File: src/design/jsv_pkg.sv
// Shared types, constants and saturation helpers for the jump stochastic
// volatility step block. No dependencies.
package jsv_pkg;

    localparam int WORD_W            = 32;
    localparam int PROD_W            = 2 * WORD_W;
    localparam int SUM_W             = WORD_W + 3;   // four 32-bit terms
    localparam int FRACTION_BITS_DEF = 16;
    localparam int CFG_INDEX_W       = 3;

    // configuration register indexes
    typedef enum logic [CFG_INDEX_W-1:0] {
        CFG_PRICE_REVERSION    = 3'd0,
        CFG_PRICE_MEAN         = 3'd1,
        CFG_VARIANCE_REVERSION = 3'd2,
        CFG_VARIANCE_MEAN      = 3'd3,
        CFG_VOL_OF_VOL         = 3'd4,
        CFG_CORRELATION        = 3'd5,
        CFG_DECORRELATION_GAIN = 3'd6
    } cfg_reg_t;

    // request to the square root unit
    typedef struct packed {
        logic                     start;
        logic signed [WORD_W-1:0] value;
    } sqrt_req_t;

    function automatic logic signed [SUM_W-1:0] sx_sum(input logic signed [WORD_W-1:0] x);
        return {{(SUM_W-WORD_W){x[WORD_W-1]}}, x};
    endfunction

    function automatic logic signed [SUM_W-1:0] zx_sum(input logic [WORD_W-2:0] x);
        return {{(SUM_W-WORD_W+1){1'b0}}, x};
    endfunction

    function automatic logic signed [WORD_W-1:0] sat_sum(input logic signed [SUM_W-1:0] x);
        logic same;
        same = (&x[SUM_W-1:WORD_W-1]) | ~(|x[SUM_W-1:WORD_W-1]);
        if (same)
        begin
            return x[WORD_W-1:0];
        end
        return x[SUM_W-1] ? {1'b1, {(WORD_W-1){1'b0}}} : {1'b0, {(WORD_W-1){1'b1}}};
    endfunction

    function automatic logic signed [WORD_W-1:0] sat_prod(input logic signed [PROD_W-1:0] x);
        logic same;
        same = (&x[PROD_W-1:WORD_W-1]) | ~(|x[PROD_W-1:WORD_W-1]);
        if (same)
        begin
            return x[WORD_W-1:0];
        end
        return x[PROD_W-1] ? {1'b1, {(WORD_W-1){1'b0}}} : {1'b0, {(WORD_W-1){1'b1}}};
    endfunction

endpackage

File: src/design/jsv_ifs.sv
// Valid/ready channel interfaces for step samples and step results.
// Depends on jsv_pkg for the word width.
interface jsv_sample_if;
    logic                              valid;
    logic                              ready;
    logic                              start_of_path;
    logic        [jsv_pkg::WORD_W-2:0] step_length;
    logic signed [jsv_pkg::WORD_W-1:0] increment_one;
    logic signed [jsv_pkg::WORD_W-1:0] increment_two;
    logic        [jsv_pkg::WORD_W-2:0] variance_jump;
    logic signed [jsv_pkg::WORD_W-1:0] price_jump;

    modport source (output valid, start_of_path, step_length, increment_one,
                    increment_two, variance_jump, price_jump, input ready);
    modport sink   (input valid, start_of_path, step_length, increment_one,
                    increment_two, variance_jump, price_jump, output ready);
endinterface

interface jsv_result_if;
    logic                              valid;
    logic                              ready;
    logic signed [jsv_pkg::WORD_W-1:0] price;
    logic signed [jsv_pkg::WORD_W-1:0] variance;
    logic        [jsv_pkg::WORD_W-2:0] volatility;
    logic signed [jsv_pkg::WORD_W-1:0] price_return;

    modport source (output valid, price, variance, volatility, price_return,
                    input ready);
    modport sink   (input valid, price, variance, volatility, price_return,
                    output ready);
endinterface

File: src/design/jsv_sqrt.sv
// Bit-serial fixed-point square root: one root bit per cycle.
// Depends on jsv_pkg (sqrt_req_t, WORD_W).
module jsv_sqrt #(
    parameter  int FRACTION_BITS = jsv_pkg::FRACTION_BITS_DEF,
    localparam int ROOT_W        = (jsv_pkg::WORD_W + FRACTION_BITS) / 2
) (
    input  logic               clk,
    input  logic               rst_n,
    input  jsv_pkg::sqrt_req_t req,
    output logic               busy,
    output logic [ROOT_W-1:0]  root
);

    localparam int RAD_W = 2 * ROOT_W;
    localparam int REM_W = ROOT_W + 2;
    localparam int CNT_W = $clog2(ROOT_W + 1);

    logic [RAD_W-1:0]  rad_reg,  rad_next;
    logic [REM_W-1:0]  rem_reg,  rem_next;
    logic [ROOT_W-1:0] root_reg, root_next;
    logic [CNT_W-1:0]  cnt_reg,  cnt_next;
    logic              busy_reg, busy_next;

    logic [jsv_pkg::WORD_W-2:0] mag;
    logic [REM_W+1:0]           rem_sh;
    logic [REM_W+1:0]           trial;
    logic [REM_W+1:0]           diff;

    // negative and zero operands give a zero root
    assign mag    = req.value[jsv_pkg::WORD_W-1] ? '0 : req.value[jsv_pkg::WORD_W-2:0];
    assign rem_sh = {rem_reg, rad_reg[RAD_W-1 -: 2]};
    assign trial  = {2'b00, root_reg, 2'b01};
    assign diff   = rem_sh - trial;

    always_comb
    begin
        rad_next  = rad_reg;
        rem_next  = rem_reg;
        root_next = root_reg;
        cnt_next  = cnt_reg;
        busy_next = busy_reg;
        if (req.start)
        begin
            rad_next  = {{(RAD_W-jsv_pkg::WORD_W+1){1'b0}}, mag} << FRACTION_BITS;
            rem_next  = '0;
            root_next = '0;
            cnt_next  = CNT_W'(ROOT_W);
            busy_next = 1'b1;
        end
        else if (busy_reg)
        begin
            rad_next = {rad_reg[RAD_W-3:0], 2'b00};
            if (!diff[REM_W+1])
            begin
                rem_next  = diff[REM_W-1:0];
                root_next = {root_reg[ROOT_W-2:0], 1'b1};
            end
            else
            begin
                rem_next  = rem_sh[REM_W-1:0];
                root_next = {root_reg[ROOT_W-2:0], 1'b0};
            end
            cnt_next  = cnt_reg - CNT_W'(1);
            busy_next = (cnt_reg != CNT_W'(1));
        end
    end

    always_ff @(posedge clk or negedge rst_n)
    begin
        if (!rst_n)
        begin
            busy_reg <= 1'b0;
            cnt_reg  <= '0;
        end
        else
        begin
            busy_reg <= busy_next;
            cnt_reg  <= cnt_next;
        end
    end

    always_ff @(posedge clk)
    begin
        rad_reg  <= rad_next;
        rem_reg  <= rem_next;
        root_reg <= root_next;
    end

    assign busy = busy_reg;
    assign root = root_reg;

endmodule

File: src/design/jump_stochastic_volatility_step.sv
// Top level of the jump stochastic volatility step block.
// Depends on jsv_pkg, jsv_sample_if / jsv_result_if and jsv_sqrt.
//
// Advances one price series with stochastic variance and jumps by one Euler
// step per input word. All values are signed fixed point with FRACTION_BITS
// fraction bits; every product is floored and saturated to 32 bits, every
// update sum is taken at full width and saturated once. A word with
// start_of_path set reloads the series from the configured means plus the
// jumps and returns a zero price_return. Work is done by one 32x32 multiplier
// with a registered product, one accumulator adder and a bit-serial square
// root, stepped by a one-hot sequencer; the sample channel is ready only
// while the sequencer is idle. A normal step is dominated by its two square
// roots of ROOT_W = (32 + FRACTION_BITS)/2 bits each, one root bit per cycle;
// a start step waits only for the square root of its new variance. A finished
// word sits in the result register while the next sample is taken; the block
// stalls at the end of a step only if that register is still full.
// Configuration writes take effect at once and are meant for idle periods.
module jump_stochastic_volatility_step #(
    parameter int FRACTION_BITS = jsv_pkg::FRACTION_BITS_DEF
) (
    input  logic                                clk,
    input  logic                                rst_n,
    input  logic                                cfg_write,
    input  logic [jsv_pkg::CFG_INDEX_W-1:0]     cfg_index,
    input  logic [jsv_pkg::WORD_W-1:0]          cfg_data,
    jsv_sample_if.sink                          sample,
    jsv_result_if.source                        result
);

    localparam int W      = jsv_pkg::WORD_W;
    localparam int ROOT_W = (W + FRACTION_BITS) / 2;

    typedef enum logic [21:0] {
        ST_IDLE   = 22'h000001,
        ST_SVSUM  = 22'h000002,  // start: mean + jump for variance
        ST_W2G    = 22'h000004,  // w2 * decorrelation gain
        ST_W1C    = 22'h000008,  // w1 * correlation
        ST_WSUM   = 22'h000010,  // correlated increment, issue variance drift
        ST_VRM    = 22'h000020,
        ST_VDT    = 22'h000040,
        ST_VACC   = 22'h000080,
        ST_VSQ    = 22'h000100,  // wait for sqrt of held variance
        ST_VOV    = 22'h000200,
        ST_VDIF   = 22'h000400,
        ST_VFIN   = 22'h000800,
        ST_VSAT   = 22'h001000,  // new variance, launch its sqrt
        ST_SPWAIT = 22'h002000,  // start: wait for volatility
        ST_PRM    = 22'h004000,
        ST_PDT    = 22'h008000,
        ST_PACC   = 22'h010000,
        ST_PSQ    = 22'h020000,  // wait for volatility, issue vol * w1
        ST_PVOL   = 22'h040000,
        ST_PSAT   = 22'h080000,
        ST_RET    = 22'h100000,
        ST_FIN    = 22'h200000   // hand word to result register
    } state_t;

    state_t state_reg, state_next;

    // configuration
    logic        [W-2:0] price_rev_reg;
    logic signed [W-1:0] price_mean_reg;
    logic        [W-2:0] var_rev_reg;
    logic        [W-2:0] var_mean_reg;
    logic        [W-2:0] vol_of_vol_reg;
    logic signed [17:0]  corr_reg;
    logic        [16:0]  decorr_reg;

    // series state
    logic signed [W-1:0] held_var_reg;
    logic signed [W-1:0] held_price_reg;

    // latched sample
    logic                start_reg;
    logic        [W-2:0] dt_reg;
    logic signed [W-1:0] w1_reg;
    logic signed [W-1:0] w2_reg;
    logic        [W-2:0] vjump_reg;
    logic signed [W-1:0] pjump_reg;

    // datapath
    logic signed [jsv_pkg::PROD_W-1:0] prod_reg;
    logic signed [jsv_pkg::PROD_W-1:0] prod_shr;
    logic signed [W-1:0]               mq;
    logic signed [W-1:0]               mul_a, mul_b;
    logic signed [jsv_pkg::SUM_W-1:0]  add_a, add_b, add_c;
    logic                              acc_load;
    logic signed [jsv_pkg::SUM_W-1:0]  acc_reg,  acc_next;
    logic signed [W-1:0]               t_reg,    t_next;
    logic signed [W-1:0]               w2c_reg,  w2c_next;
    logic signed [W-1:0]               vnew_reg, vnew_next;
    logic signed [W-1:0]               pnew_reg, pnew_next;
    logic signed [W-1:0]               vol_reg,  vol_next;
    logic signed [W-1:0]               ret_reg,  ret_next;

    // result register
    logic                out_valid_reg, out_valid_next;
    logic                out_load;
    logic signed [W-1:0] out_price_reg;
    logic signed [W-1:0] out_var_reg;
    logic        [W-2:0] out_vol_reg;
    logic signed [W-1:0] out_ret_reg;

    logic                in_fire;
    jsv_pkg::sqrt_req_t  sq_req;
    logic                sq_busy;
    logic [ROOT_W-1:0]   sq_root;
    logic signed [W-1:0] root_word;

    jsv_sqrt #(
        .FRACTION_BITS (FRACTION_BITS)
    ) u_sqrt (
        .clk   (clk),
        .rst_n (rst_n),
        .req   (sq_req),
        .busy  (sq_busy),
        .root  (sq_root)
    );

    assign root_word = {{(W-ROOT_W){1'b0}}, sq_root};

    // floor of product / 2^F, saturated
    assign prod_shr = prod_reg >>> FRACTION_BITS;
    assign mq       = jsv_pkg::sat_prod(prod_shr);

    assign sample.ready = (state_reg == ST_IDLE);
    assign in_fire      = sample.valid && sample.ready;

    always_comb
    begin
        state_next = state_reg;
        mul_a      = '0;
        mul_b      = '0;
        add_a      = '0;
        add_b      = '0;
        add_c      = '0;
        acc_load   = 1'b0;
        acc_next   = acc_reg;
        t_next     = t_reg;
        w2c_next   = w2c_reg;
        vnew_next  = vnew_reg;
        pnew_next  = pnew_reg;
        vol_next   = vol_reg;
        ret_next   = ret_reg;
        out_load   = 1'b0;
        sq_req     = '0;

        unique case (state_reg)
            ST_IDLE:
            begin
                if (in_fire)
                begin
                    // sqrt of held variance runs while the increments are mixed
                    sq_req.start = 1'b1;
                    sq_req.value = held_var_reg;
                    state_next   = sample.start_of_path ? ST_SVSUM : ST_W2G;
                end
            end
            ST_SVSUM:
            begin
                add_a      = jsv_pkg::zx_sum(var_mean_reg);
                add_b      = jsv_pkg::zx_sum(vjump_reg);
                acc_load   = 1'b1;
                state_next = ST_VSAT;
            end
            ST_W2G:
            begin
                mul_a      = w2_reg;
                mul_b      = {15'b0, decorr_reg};
                state_next = ST_W1C;
            end
            ST_W1C:
            begin
                t_next     = mq;
                mul_a      = w1_reg;
                mul_b      = {{14{corr_reg[17]}}, corr_reg};
                state_next = ST_WSUM;
            end
            ST_WSUM:
            begin
                w2c_next   = jsv_pkg::sat_sum(jsv_pkg::sx_sum(t_reg) + jsv_pkg::sx_sum(mq));
                mul_a      = {1'b0, var_rev_reg};
                mul_b      = jsv_pkg::sat_sum(jsv_pkg::zx_sum(var_mean_reg)
                                              - jsv_pkg::sx_sum(held_var_reg));
                state_next = ST_VRM;
            end
            ST_VRM:
            begin
                t_next     = mq;
                state_next = ST_VDT;
            end
            ST_VDT:
            begin
                mul_a      = t_reg;
                mul_b      = {1'b0, dt_reg};
                state_next = ST_VACC;
            end
            ST_VACC:
            begin
                add_a      = jsv_pkg::sx_sum(held_var_reg);
                add_b      = jsv_pkg::sx_sum(mq);
                add_c      = jsv_pkg::zx_sum(vjump_reg);
                acc_load   = 1'b1;
                state_next = ST_VSQ;
            end
            ST_VSQ:
            begin
                mul_a = {1'b0, vol_of_vol_reg};
                mul_b = root_word;
                if (!sq_busy)
                begin
                    state_next = ST_VOV;
                end
            end
            ST_VOV:
            begin
                t_next     = mq;
                state_next = ST_VDIF;
            end
            ST_VDIF:
            begin
                mul_a      = t_reg;
                mul_b      = w2c_reg;
                state_next = ST_VFIN;
            end
            ST_VFIN:
            begin
                add_a      = acc_reg;
                add_b      = jsv_pkg::sx_sum(mq);
                acc_load   = 1'b1;
                state_next = ST_VSAT;
            end
            ST_VSAT:
            begin
                vnew_next    = jsv_pkg::sat_sum(acc_reg);
                sq_req.start = 1'b1;
                sq_req.value = jsv_pkg::sat_sum(acc_reg);
                if (start_reg)
                begin
                    add_a      = jsv_pkg::sx_sum(price_mean_reg);
                    add_b      = jsv_pkg::sx_sum(pjump_reg);
                    acc_load   = 1'b1;
                    state_next = ST_SPWAIT;
                end
                else
                begin
                    mul_a      = {1'b0, price_rev_reg};
                    mul_b      = jsv_pkg::sat_sum(jsv_pkg::sx_sum(price_mean_reg)
                                                  - jsv_pkg::sx_sum(held_price_reg));
                    state_next = ST_PRM;
                end
            end
            ST_SPWAIT:
            begin
                if (!sq_busy)
                begin
                    vol_next   = root_word;
                    pnew_next  = jsv_pkg::sat_sum(acc_reg);
                    ret_next   = '0;
                    state_next = ST_FIN;
                end
            end
            ST_PRM:
            begin
                t_next     = mq;
                state_next = ST_PDT;
            end
            ST_PDT:
            begin
                mul_a      = t_reg;
                mul_b      = {1'b0, dt_reg};
                state_next = ST_PACC;
            end
            ST_PACC:
            begin
                add_a      = jsv_pkg::sx_sum(held_price_reg);
                add_b      = jsv_pkg::sx_sum(mq);
                add_c      = jsv_pkg::sx_sum(pjump_reg);
                acc_load   = 1'b1;
                state_next = ST_PSQ;
            end
            ST_PSQ:
            begin
                mul_a = root_word;
                mul_b = w1_reg;
                if (!sq_busy)
                begin
                    vol_next   = root_word;
                    state_next = ST_PVOL;
                end
            end
            ST_PVOL:
            begin
                add_a      = acc_reg;
                add_b      = jsv_pkg::sx_sum(mq);
                acc_load   = 1'b1;
                state_next = ST_PSAT;
            end
            ST_PSAT:
            begin
                pnew_next  = jsv_pkg::sat_sum(acc_reg);
                state_next = ST_RET;
            end
            ST_RET:
            begin
                ret_next   = jsv_pkg::sat_sum(jsv_pkg::sx_sum(pnew_reg)
                                              - jsv_pkg::sx_sum(held_price_reg));
                state_next = ST_FIN;
            end
            ST_FIN:
            begin
                // wait here only if the previous word was not taken yet
                if (!out_valid_reg || result.ready)
                begin
                    out_load   = 1'b1;
                    state_next = ST_IDLE;
                end
            end
            default:
            begin
                state_next = ST_IDLE;
            end
        endcase

        if (acc_load)
        begin
            acc_next = add_a + add_b + add_c;
        end
    end

    always_comb
    begin
        if (out_load)
        begin
            out_valid_next = 1'b1;
        end
        else if (result.ready)
        begin
            out_valid_next = 1'b0;
        end
        else
        begin
            out_valid_next = out_valid_reg;
        end
    end

    // control, configuration and series state
    always_ff @(posedge clk or negedge rst_n)
    begin
        if (!rst_n)
        begin
            state_reg      <= ST_IDLE;
            out_valid_reg  <= 1'b0;
            held_var_reg   <= '0;
            held_price_reg <= '0;
            price_rev_reg  <= '0;
            price_mean_reg <= '0;
            var_rev_reg    <= '0;
            var_mean_reg   <= '0;
            vol_of_vol_reg <= '0;
            corr_reg       <= '0;
            decorr_reg     <= 17'(64'd1 << FRACTION_BITS);  // 1.0
        end
        else
        begin
            state_reg     <= state_next;
            out_valid_reg <= out_valid_next;
            if (out_load)
            begin
                held_var_reg   <= vnew_reg;
                held_price_reg <= pnew_reg;
            end
            if (cfg_write)
            begin
                unique case (jsv_pkg::cfg_reg_t'(cfg_index))
                    jsv_pkg::CFG_PRICE_REVERSION:    price_rev_reg  <= cfg_data[W-2:0];
                    jsv_pkg::CFG_PRICE_MEAN:         price_mean_reg <= cfg_data;
                    jsv_pkg::CFG_VARIANCE_REVERSION: var_rev_reg    <= cfg_data[W-2:0];
                    jsv_pkg::CFG_VARIANCE_MEAN:      var_mean_reg   <= cfg_data[W-2:0];
                    jsv_pkg::CFG_VOL_OF_VOL:         vol_of_vol_reg <= cfg_data[W-2:0];
                    jsv_pkg::CFG_CORRELATION:        corr_reg       <= cfg_data[17:0];
                    jsv_pkg::CFG_DECORRELATION_GAIN: decorr_reg     <= cfg_data[16:0];
                    default:
                    begin
                        // unmapped index: ignored
                    end
                endcase
            end
        end
    end

    // payload registers
    always_ff @(posedge clk)
    begin
        if (in_fire)
        begin
            start_reg <= sample.start_of_path;
            dt_reg    <= sample.step_length;
            w1_reg    <= sample.increment_one;
            w2_reg    <= sample.increment_two;
            vjump_reg <= sample.variance_jump;
            pjump_reg <= sample.price_jump;
        end
        prod_reg <= mul_a * mul_b;
        acc_reg  <= acc_next;
        t_reg    <= t_next;
        w2c_reg  <= w2c_next;
        vnew_reg <= vnew_next;
        pnew_reg <= pnew_next;
        vol_reg  <= vol_next;
        ret_reg  <= ret_next;
        if (out_load)
        begin
            out_price_reg <= pnew_reg;
            out_var_reg   <= vnew_reg;
            out_vol_reg   <= vol_reg[W-2:0];
            out_ret_reg   <= ret_reg;
        end
    end

    assign result.valid        = out_valid_reg;
    assign result.price        = out_price_reg;
    assign result.variance     = out_var_reg;
    assign result.volatility   = out_vol_reg;
    assign result.price_return = out_ret_reg;

endmodule

File: src/flat_wrapper.sv
// flat-port wrapper written by rule: the top's interface ports become plain ports
module jump_stochastic_volatility_step_flat 
#(
    parameter int FRACTION_BITS = jsv_pkg::FRACTION_BITS_DEF
)
  (clk, rst_n, cfg_write, cfg_index, cfg_data, sample_valid, sample_start_of_path, sample_step_length, sample_increment_one, sample_increment_two, sample_variance_jump, sample_price_jump, sample_ready, result_valid, result_price, result_variance, result_volatility, result_price_return, result_ready);
  jsv_sample_if sample_i ();
  jsv_result_if result_i ();
  input  logic clk;
  input  logic rst_n;
  input  logic cfg_write;
  input  logic [jsv_pkg::CFG_INDEX_W-1:0] cfg_index;
  input  logic [jsv_pkg::WORD_W-1:0] cfg_data;
  input wire logic [$bits(sample_i.valid)-1:0] sample_valid;
  input wire logic [$bits(sample_i.start_of_path)-1:0] sample_start_of_path;
  input wire logic [$bits(sample_i.step_length)-1:0] sample_step_length;
  input wire logic [$bits(sample_i.increment_one)-1:0] sample_increment_one;
  input wire logic [$bits(sample_i.increment_two)-1:0] sample_increment_two;
  input wire logic [$bits(sample_i.variance_jump)-1:0] sample_variance_jump;
  input wire logic [$bits(sample_i.price_jump)-1:0] sample_price_jump;
  output wire logic [$bits(sample_i.ready)-1:0] sample_ready;
  output wire logic [$bits(result_i.valid)-1:0] result_valid;
  output wire logic [$bits(result_i.price)-1:0] result_price;
  output wire logic [$bits(result_i.variance)-1:0] result_variance;
  output wire logic [$bits(result_i.volatility)-1:0] result_volatility;
  output wire logic [$bits(result_i.price_return)-1:0] result_price_return;
  input wire logic [$bits(result_i.ready)-1:0] result_ready;
  assign sample_i.valid = sample_valid;
  assign sample_i.start_of_path = sample_start_of_path;
  assign sample_i.step_length = sample_step_length;
  assign sample_i.increment_one = sample_increment_one;
  assign sample_i.increment_two = sample_increment_two;
  assign sample_i.variance_jump = sample_variance_jump;
  assign sample_i.price_jump = sample_price_jump;
  assign sample_ready = sample_i.ready;
  assign result_valid = result_i.valid;
  assign result_price = result_i.price;
  assign result_variance = result_i.variance;
  assign result_volatility = result_i.volatility;
  assign result_price_return = result_i.price_return;
  assign result_i.ready = result_ready;
  jump_stochastic_volatility_step #(.FRACTION_BITS(FRACTION_BITS)) u_core (.clk(clk), .rst_n(rst_n), .cfg_write(cfg_write), .cfg_index(cfg_index), .cfg_data(cfg_data), .sample(sample_i), .result(result_i));
endmodule
File: config.mk
export PLATFORM = sky130hd
export DESIGN_NAME = jump_stochastic_volatility_step_flat
export DESIGN_NICKNAME = d
export VERILOG_FILES = /design/src/design/jsv_pkg.sv /design/src/design/jsv_ifs.sv /design/src/design/jsv_sqrt.sv /design/src/design/jump_stochastic_volatility_step.sv /design/src/flat_wrapper.sv
export SDC_FILE = /design/constraint.sdc
export NUM_CORES = 2
export LEC_CHECK = 0
export BUFFER_PORTS_ARGS = -buffer_cell sky130_fd_sc_hd__buf_2
export CAP_MARGIN = 30
export CORE_UTILIZATION = 50
export CTS_CLUSTER_DIAMETER = 100
export DETAILED_ROUTE_END_ITERATION = 10
export HOLD_SLACK_MARGIN = 0.12
export PLACE_DENSITY_LB_ADDON = 0.1
export SYNTH_ARGS = -nofsm -noshare
export SYNTH_HDL_FRONTEND = slang
export SYNTH_SLANG_ARGS = --single-unit
File: constraint.sdc
create_clock -name clk -period 11.51 [get_ports clk]
set_input_delay 2.302 -clock clk [delete_from_list [all_inputs] [get_ports clk]]
set_output_delay 2.302 -clock clk [all_outputs]
set_load 0.05 [all_outputs]
==> results by group <==
Status
  • Status: finished clean

STA
  • Final Skew: 0.116 ns
  • Final hold violations: 0
  • Worst-Margin Slew: 1.07 ns
  • Finish-stage setup viols: 0
  • Slew Limit Headroom: 28.4%
  • Setup TNS: 0 ns
  • Final hold slack: 0.409 ns
  • Crit path time final: 11.29 ns
  • Fmax: 88.6 MHz
  • Slew Limit Fails: 0
  • Final worst setup slack: 0.223 ns
  • Final period util: 98.1%

Routing
  • Initial DRC Count: 6,674
  • WL/cell: 26.8 um
  • Antenna Violating Nets Remaining: 0
  • DRC viols: 0
  • Pre-antenna DRT Iters: 10
  • Final wirelength: 283,000 um
  • Vias post-DR: 62.8k
  • DR vias/cell: 5.95

GRT
  • First-pass GRT wire length: 418,000 um
  • Initial antenna violation count: 18
  • Vias in the first global route: 64.0k
  • Total grt overflow: 0
  • Largest net degree at the start of global routing: 108
  • GRT Total Usage: 35.3%

Die
  • Row count: 146
  • Core Area: 159,000 um^2
  • Die ar.: 162,000 um^2
  • Die Wd: 403 um
  • Initial Util: 50.5%
  • IO Pins: 328
  • Die height: 403 um

Synthesis
  • Synth unique cells: 91
  • Mapped Cells: 7,843
  • Share of the synthesized area in the top cell type: 27.9%
  • Synth top area cells: fa_1 28%, edfxtp_1 20%, dfrtp_1 8.8%, inv_1 5.8%, ha_1 5.7%
  • Synth warn: 0
  • Area leader, netlist: fa_1
  • Sequential-to-total area share from yosys stat: 31.1%
  • #FFs+latches synth: 912
  • Main flop type after synthesis: edfxtp_1
  • Async set-reset flop share out of synthesis: 31.1%
  • Synthesized area: 80,200 um^2
  • Post-synth EDFFs: 529
  • Syn_area_per_cell: 10.2 um^2

Worst setup path
  • CP max-delay cell: or4_4
  • CP max stage delay: 0.59 ns
  • CP required: 12.13 ns
  • Arr. time, crit path: 11.90 ns
  • Most frequent CP cell: fa_1
  • Crit path kind: flop to flop
  • CP Launch Type: flop
  • Worst R2R Setup Slack: 0.22 ns
  • CP Capture Type: flop
  • Crit-path max FO: 14

CTS
  • Bufs on Longest Clock Path: 3
  • Reg clk slew, reported paths: 0.06 ns
  • CTS H-tree depth: 3
  • Quantity of hold-fixing buffers added after cts: 0
  • CTS sink cnt: 912
  • Number of CTS-inserted buffers: 100
  • Worst skew pair latency: 0.78 ns
  • Root buffer cell: clkbuf_16
  • CTS tree: built

Layout
  • Layout net count: 10.1k
  • Area grow syn2layout: 14.2%
  • Most frequent cells in the layout: 1,233 x inv_1, 1,119 x fa_1, 893 x nand2_1, 668 x nor2_1, 529 x edfxtp_1
  • Finished Layout Cells: 10.6k
  • Layout fillers: 13.7k
  • Reg area: 25,000 um^2
  • Multi-input gate area: 49,700 um^2
  • Max reg flops: 48
  • Leading cell type in the layout, fill and taps excluded: inv_1
  • Share of cells above drive strength 1: 15.4%

Flow run
  • Max-cap violations: 0

Placed design
  • Setup WS pre-CTS: 0.0852 ns
  • DP HPWL: 227,000 um
  • IO Port Bufs: 320
  • GPL Wtd Cong: 0.990
  • Placed Cells: 10.4k

Power and ir drop
  • Leak Pwr: 42.5 nW
  • Max IR drop VDD: 0.356 mV
  • Power density cells: 182 nW/um^2

Worst hold path
  • Hold WC Path Type: flop to flop
through the flow:
stage | total power, mW | area [um^2] | utilization, %
after CTS | 16.5 | 91300 | 57.5
after global routing | 17.5 | 91600 | 57.7
after floorplan | 9.85 | 80300 | -
after global placement | 12.8 | 87700 | 55.2
final | 16.7 | 91700 | 57.7
after detailed placement | 13.0 | 87700 | 55.2
path summary, 6_finish.rpt:
check / start / to / cells past startpoint
min: u_core.ret_reg[15] / u_core.result.price_return[15] / 0
max: u_core.state_reg[16] / u_core.prod_reg[57] / 36
max reg2reg: u_core.state_reg[16] / u_core.prod_reg[57] / 36
min in group asynchronous: rst_n / u_core.held_var_reg[0] / 1
min reg2reg: u_core.ret_reg[15] / u_core.result.price_return[15] / 0
max in group asynchronous: rst_n / u_core.price_rev_reg[22] / 3
repair_timing:
action,in CTS,in global routing
pin swaps,0,8
gates resized for setup,2,56
endpoints found under the hold margin,0,0
setup endpoints to repair,2,32
setup buffers,0,6
synthesized netlist by cell type, types with 145 or more instances:
master / instances
a21o_1: 155
edfxtp_1: 529
mux2_2: 189
inv_1: 1235
xnor2_1: 145
clkbuf_1: 346
fa_1: 1120
dfrtp_1: 282
a21oi_1: 335
o21ai_0: 320
nor2_1: 675
ha_1: 368
nand2_1: 893
layer usage:
| layer | track usage [%] | share of wire, % |
|---|---|---|
| met1 | 47.0 | 39 |
| met2 | 55.8 | 46 |
| met3 | 6.33 | 8.7 |
| met4 | 17.2 | 5.8 |
| met5 | 0 | 0.016 |
area by class of cell:
type                            instances  area share [%]
Clock inverter                         61           0.942
Antenna cell                           13          0.0355
Timing Repair Buffer                  817            6.63
Tap cell                             2072            2.83
Multi-Input combinational cell       5326            54.2
Clock buffer                          129            3.01
Sequential cell                       912            27.3
Inverter                             1237            5.08
kinds of logic (layout without fill, tap and decap cells):
logic type | after synthesis | count (layout) | share of synthesized area, %
xor gates and xnor gates | 214 | 214 | 2.34
AOI/OAI and AO/OA | 1347 | 1347 | 11.1
buffers and inverters | 1611 | 2244 | 7.58
and+or+nand+nor | 2048 | 2048 | 11.1
muxes | 218 | 218 | 3.01
other | 1 | 20 | 0.00467
DFF | 912 | 912 | 31.1
adders and majority gates | 1492 | 1492 | 33.7
worst max-delay path, delay by kind of cell (launching register included):
family / cells / cell delay, ns
AOI/OAI and AO/OA: 11 / 2.87
xor gates and xnor gates: 1 / 0.14
adders and majority gates: 9 / 3.74
buffers and inverters: 8 / 1.21
DFF: 1 / 0.41
and+or+nand+nor: 7 / 2.73
where the power goes:
part	total, mW	switching [mW]	internal [mW]	leakage, nW
clock network	3.49	1.46	2.03	1.73
registers	4.83	0.478	4.35	9.32
logic	8.40	5.34	3.06	31.5
total	16.7	7.28	9.45	42.5
Note: power is estimated with default switching activity, not from simulation.
